[config.mk]
export PLATFORM = sky130hd
export DESIGN_NAME = ldw_radius
export DESIGN_NICKNAME = d
export VERILOG_FILES = /design/src/sv/ldw_pkg.sv /design/src/sv/ldw_radius.sv
export SDC_FILE = /design/constraint.sdc
export NUM_CORES = 2
export LEC_CHECK = 0
export ABC_AREA = 1
export BUFFER_PORTS_ARGS = -buffer_cell sky130_fd_sc_hd__buf_2
export CORE_MARGIN = 2
export CORE_UTILIZATION = 50
export DETAILED_ROUTE_END_ITERATION = 10
export GPL_TIMING_DRIVEN = 0
export MAX_ROUTING_LAYER = met4
export PLACE_DENSITY = 0.65
export SYNTH_ARGS = -nofsm -noshare
export SYNTH_HDL_FRONTEND = slang
export SYNTH_SLANG_ARGS = --single-unit
[constraint.sdc]
create_clock -name clk_i -period 14.4 [get_ports clk_i]
set_clock_uncertainty 0.05 [all_clocks]
set_input_delay 1.44 -clock clk_i [delete_from_list [all_inputs] [get_ports clk_i]]
set_output_delay 1.44 -clock clk_i [all_outputs]
set_load 0.005 [all_outputs]
[src/sv/ldw_pkg.sv]
// ----------------------------------------------------------------------------
// Lens distortion warp package
// Shared widths, register indexes, coefficient and result types, and the
// saturation helpers used across the warp pipeline.
// ----------------------------------------------------------------------------
package ldw_pkg;

  localparam int unsigned PIX_W      = 24;
  localparam int unsigned DELTA_W    = PIX_W + 1;
  localparam int unsigned COEF_W     = 32;
  localparam int unsigned Q_FRAC     = 28;
  localparam int unsigned CFG_IDX_W  = 3;
  localparam int unsigned CFG_DATA_W = 48;
  localparam int unsigned SUM_W      = 38;

  localparam logic [PIX_W-1:0]  PIX_MAX    = {PIX_W{1'b1}};
  localparam logic [COEF_W-1:0] COSINE_RST = 32'h4000_0000;

  typedef logic [PIX_W-1:0]          pixel_t;
  typedef logic signed [DELTA_W-1:0] delta_t;
  typedef logic signed [COEF_W-1:0]  coef_t;

  // Configuration register indexes.
  typedef enum logic [CFG_IDX_W-1:0] {
    REG_RADIAL_K1     = 3'd0,
    REG_RADIAL_K2     = 3'd1,
    REG_RADIAL_K3     = 3'd2,
    REG_TANGENTIAL_T1 = 3'd3,
    REG_TANGENTIAL_T2 = 3'd4,
    REG_ANGLE_SINE    = 3'd5,
    REG_ANGLE_COSINE  = 3'd6,
    REG_CENTER_UV     = 3'd7
  } cfg_reg_e;

  // Distortion coefficients as seen by the gain stages.
  typedef struct packed {
    coef_t k1;
    coef_t k2;
    coef_t k3;
    coef_t t1;
    coef_t t2;
  } coef_set_t;

  // One warped coordinate pair with its clip flag.
  typedef struct packed {
    logic   clipped;
    pixel_t warped_v;
    pixel_t warped_u;
  } result_t;

  // Clamp a signed sum to the signed 32 bit range.
  function automatic coef_t sat_s32(input logic signed [SUM_W-1:0] v);
    coef_t res;
    if ((&v[SUM_W-1:COEF_W-1]) || !(|v[SUM_W-1:COEF_W-1])) begin
      res = v[COEF_W-1:0];
    end else if (v[SUM_W-1]) begin
      res = {1'b1, {(COEF_W-1){1'b0}}};
    end else begin
      res = {1'b0, {(COEF_W-1){1'b1}}};
    end
    return res;
  endfunction

  // Clamp an unsigned Q.28 product slice to 32 bits.
  function automatic logic [COEF_W-1:0] sat_u32(input logic [COEF_W+3:0] v);
    logic [COEF_W-1:0] res;
    if (|v[COEF_W+3:COEF_W]) begin
      res = {COEF_W{1'b1}};
    end else begin
      res = v[COEF_W-1:0];
    end
    return res;
  endfunction

endpackage

[src/sv/ldw_radius.sv]
// ----------------------------------------------------------------------------
// Lens distortion warp: radius stages
// Three stages: offset from the optical center, squares, and the normalized
// squared radius r2 in unsigned Q4.28 with saturation.
// ----------------------------------------------------------------------------
module ldw_radius #(
  parameter int unsigned FRAC_BITS = 23
) (
  input  logic            clk_i,
  input  logic            rst_ni,
  input  logic            en_i,
  input  logic            valid_i,
  input  ldw_pkg::pixel_t pixel_u_i,
  input  ldw_pkg::pixel_t pixel_v_i,
  input  ldw_pkg::pixel_t center_u_i,
  input  ldw_pkg::pixel_t center_v_i,
  output logic            valid_o,
  output logic [31:0]     r2_o,
  output ldw_pkg::delta_t dx_o,
  output ldw_pkg::delta_t dy_o
);
  import ldw_pkg::*;

  localparam int SQ_SHIFT = 2 * int'(FRAC_BITS) - int'(Q_FRAC);
  localparam int SQ_SHR   = (SQ_SHIFT > 0) ? SQ_SHIFT : 0;
  localparam int SQ_SHL   = (SQ_SHIFT < 0) ? -SQ_SHIFT : 0;
  localparam int unsigned SQ_W = 2 * PIX_W;

  logic [2:0] valid_q;

  delta_t dx1_q, dy1_q, dx2_q, dy2_q, dx3_q, dy3_q;
  delta_t dx1_d, dy1_d;
  logic [SQ_W-1:0]   sqx_q, sqy_q;
  logic signed [2*DELTA_W-1:0] sqx_full, sqy_full;
  logic [SQ_W:0]     sq_sum;
  logic [63:0]       sq_wide, sq_norm;
  logic [COEF_W-1:0] r2_d, r2_q;

  // Offsets from the optical center.
  assign dx1_d = $signed({1'b0, pixel_u_i}) - $signed({1'b0, center_u_i});
  assign dy1_d = $signed({1'b0, pixel_v_i}) - $signed({1'b0, center_v_i});

  // Squares of the offsets; both are below 2^48.
  assign sqx_full = dx1_q * dx1_q;
  assign sqy_full = dy1_q * dy1_q;

  // Normalize the sum of squares to Q4.28 and saturate.
  assign sq_sum  = {1'b0, sqx_q} + {1'b0, sqy_q};
  assign sq_wide = {{(64-SQ_W-1){1'b0}}, sq_sum};
  assign sq_norm = (sq_wide >> SQ_SHR) << SQ_SHL;
  assign r2_d    = (|sq_norm[63:COEF_W]) ? {COEF_W{1'b1}} : sq_norm[COEF_W-1:0];

  // Valid bits move with the data.
  always_ff @(posedge clk_i or negedge rst_ni) begin
    if (!rst_ni) begin
      valid_q <= '0;
    end else if (en_i) begin
      valid_q <= {valid_q[1:0], valid_i};
    end
  end

  // Stage data registers.
  always_ff @(posedge clk_i) begin
    if (en_i) begin
      dx1_q <= dx1_d;
      dy1_q <= dy1_d;
      sqx_q <= sqx_full[SQ_W-1:0];
      sqy_q <= sqy_full[SQ_W-1:0];
      dx2_q <= dx1_q;
      dy2_q <= dy1_q;
      r2_q  <= r2_d;
      dx3_q <= dx2_q;
      dy3_q <= dy2_q;
    end
  end

  assign valid_o = valid_q[2];
  assign r2_o    = r2_q;
  assign dx_o    = dx3_q;
  assign dy_o    = dy3_q;

endmodule

==> summary.md <==
| Metric | Value |
|---|---|
| Status | `finished clean` |
| Final Wtd Congestion | `0.9946` |
| Worst Path Required | `between 10,000 and 15,000 ps` |
| Rel. slew slack | `23.22%` |
| Worst slew pin tran | `1152 ps` |
| Wirelength per Cell | `20.98 um` |
| Total number of vias | `43,646` |
| First-pass GRT wire length | `272,000 um` |
| Critical-path top delay cell | `clkbuf_1` |
| All-Layer GR Usage | `32.32%` |
| Worst-path clk slew | `70 ps` |
| Total clock buffers created by CTS | `37` |
| CTS Buffer Depth | `3` |
| Commonest non-fill, non-tap cells in the layout | `inv_1 (1,968), nand2_1 (1,441), fa_1 (1,184)` |
| Total routed wirelength | `176,600 um` |
| HPWL after detailed placement | `152,400 um` |
| IO buf count | `181` |
| Post-synth EDFFs | `273` |
| Post-DRT Antenna Nets | `0` |
| Post-route DRC | `0` |
| Mapped Nets | `8,336` |
| CP top delay family | `adder cells` |
| FFs w/ async S/R, synth | `1.087%` |
| Yosys top cell by area | `fa_1` |
| Top FF cell, synth | `edfxtp_1` |
| Vias in the first global route | `46,492` |
| Nets@finish | `around 8,600` |
| Most used cell, CP | `fa_1` |
| Synthesized flop and latch total | `276` |
| Post-Syn Instances | `6,663` |
| Resize count post-CTS | `0` |
| Worst Setup Path Type | `reg2reg` |
| Clk Latency, worst-skew pair | `620 ps` |
| First DRT Iteration DRCs | `approximately 3,600` |
| Reg2reg path depth | `21` |
| Overflow after GRT | `0` |
| CTS tree | `done` |
| Crit end category | `register` |
| Warning count from the yosys run | `0` |
| CTS sink cnt | `276` |
| Io pins | `between 150 and 200` |
| Final Hold Viols | `0` |
| Mapped Area | `0.05699 mm2` |
| Antenna violations before repair | `3` |
| Crit path depth | `21` |
| Final worst path period share | `61.05%` |
| Die Y | `between 300 and 400 um` |
| Die area | `0.1167 mm2` |
| Crit start category | `register` |
| CP Max Fanout | `10` |
| Post-CTS setup buffers | `0` |
| Unrepaired setup endpoints after global routing | `no` |
| Clock root buffer master | `clkbuf_16` |
| Setup TNS | `0 ps` |
| Core area | `0.1128 mm2` |
| Hold Buf Count CTS | `0` |
| Hold path depth | `0` |
| Buffers & Inverters on Critical Path | `5` |
| Crit path time final | `8791 ps` |
| Part of the Yosys area used for sequential elements | `between 10 and 15%` |
| Share of layout cells above drive strength 1 | `4.182%` |
| Via density | `5.186` |
| Netlist cell types | `46` |
| Final Max Tran Viols | `0` |
| Starting Density | `50.52%` |
| Area grow syn2layout | `7.019%` |
| Top-area cell type share of the netlist area | `between 40% and 50%` |
| Worst-path cell chain | `clkbuf_1 > clkbuf_1 > nand2_1 > inv_1 > fa_1 > fa_1 > fa_1 > inv_1 > fa_1 > fa_1 > fa_1 > fa_1 > inv_1 > ha_1 > a21oi_1 > a21boi_0 > nand2_1 > a21oi_1 > nand3_1 > nand3_1 > nand2_1` |
| Chip Width | `341.6 um` |
| Most common cell after layout, fill and taps aside | `inv_1` |
| Num rows | `about 120` |
| Max-Cap Viols | `0` |
| Max Fclk | `between 100 and 150 MHz` |
| Avg Inst Size Synth | `8.553 um2` |
| DRT Pass-1 Iters | `8` |
| CTS H-Tree Depth | `2` |
| Largest cells by area after synthesis | `fa_1 (42%), edfxtp_1 (14%), inv_1 (13%)` |
| Worst hold path class | `reg2reg` |
| Largest net degree at the start of global routing | `129` |
| Final setup violation count | `0` |
| Arrival time worst endpoint | `9090 ps` |
| Worst path max stage delay | `840 ps` |
-- final cells by class --
class                           count  area (um2)
Multi-Input combinational cell   4266       40750
Clock buffer                       41       940.9
Buffer                            152       576.8
Sequential cell                   276        8273
Fill cell                       10748       51820
Antenna cell                        5       12.51
Inverter                         1969        7391
Tap cell                         1500        1877
Timing Repair Buffer              183       970.9
Clock inverter                     24       198.9
-- per-layer routing --
metal | global-route usage, % | wire length (um)
met1 | 42.81 | 74720
met2 | 50.87 | 81570
met3 | 6.289 | 14530
met4 | 9.132 | 5740
met5 | - | 0
-- synthesized netlist by cell type, types with 8 or more instances --
| cell type | n |
|---|---|
| nand2_2 | 11 |
| inv_1 | 1968 |
| nand4_1 | 52 |
| a21oi_1 | 253 |
| o21ai_0 | 132 |
| clkbuf_1 | 146 |
| ha_1 | 389 |
| or2_2 | 10 |
| nor2_1 | 351 |
| fa_1 | 1184 |
| nor3_1 | 20 |
| o21ai_2 | 8 |
| nand3_1 | 164 |
| xor2_1 | 84 |
| o21bai_1 | 25 |
| a21o_1 | 18 |
| nor4_1 | 8 |
| o21a_1 | 10 |
| xnor2_1 | 57 |
| edfxtp_1 | 273 |
| nand2_1 | 1441 |
-- flip-flops by register name, summed over array words and instances (netlist names) --
| register | count |
|---|---|
| dy1_q | 25 |
| dy2_q | 25 |
| sqx_q | 46 |
| dx2_q | 25 |
| valid_q | 3 |
| dx1_q | 25 |
| dx_o | 25 |
| dy_o | 25 |
| r2_o | 31 |
| sqy_q | 46 |
-- metrics by stage --
stage / hold WS [ps] / cells / instance area [um2] / util, % / setup slack (ps)
after global placement: 351.6 / 8344 / 59770 / 52.99 / 5759
after global routing: 364.8 / 8414 / 60980 / 54.06 / 5142
after floorplan: 350.3 / 6663 / 56990 / - / 7863
after CTS: 352.5 / 8411 / 60980 / 54.05 / 5752
final: 349.3 / 8416 / 60990 / 54.06 / 5609
after detailed placement: 354.5 / 8346 / 59840 / 53.04 / 5735
-- worst reg2reg max path, stage by stage (launching register included) --
cell,delay [ps]
edfxtp_1,660
clkbuf_1,500
clkbuf_1,840
nand2_1,230
inv_1,180
fa_1,560
fa_1,560
fa_1,750
inv_1,250
fa_1,520
fa_1,570
fa_1,430
fa_1,500
inv_1,40
ha_1,430
a21oi_1,500
a21boi_0,250
nand2_1,100
a21oi_1,130
nand3_1,270
nand3_1,180
nand2_1,60
-- path summary, 6_finish.rpt --
| kind | start | end | slack, ps |
|---|---|---|---|
| max | dx1_q[7] | sqx_q[47] | 5610 |
| min | dy2_q[9] | dy_o[9] | 350 |
| max reg2reg | dx1_q[7] | sqx_q[47] | 5610 |
| min reg2reg | dy2_q[9] | dy_o[9] | 350 |
| max in group asynchronous | rst_ni | valid_q[1] | 13610 |
| min in group asynchronous | rst_ni | valid_q[0] | 580 |
-- kinds of logic (layout without fill, tap and decap cells) --
family | count (synthesis) | after routing | share of synthesized area, %
compound gates | 470 | 470 | 4.510
xor+xnor | 141 | 141 | 2.167
fa+ha+maj | 1573 | 1573 | 50.13
buf+inv | 2121 | 2369 | 13.98
flops | 276 | 276 | 14.52
mux | 1 | 1 | 0.01976
other cells | 1 | 6 | 0.006580
simple gates | 2080 | 2080 | 14.67
Power is left out: the tool's default activity adds up to more than one toggle a clock period on the data nets, which glitch-free logic cannot reach.
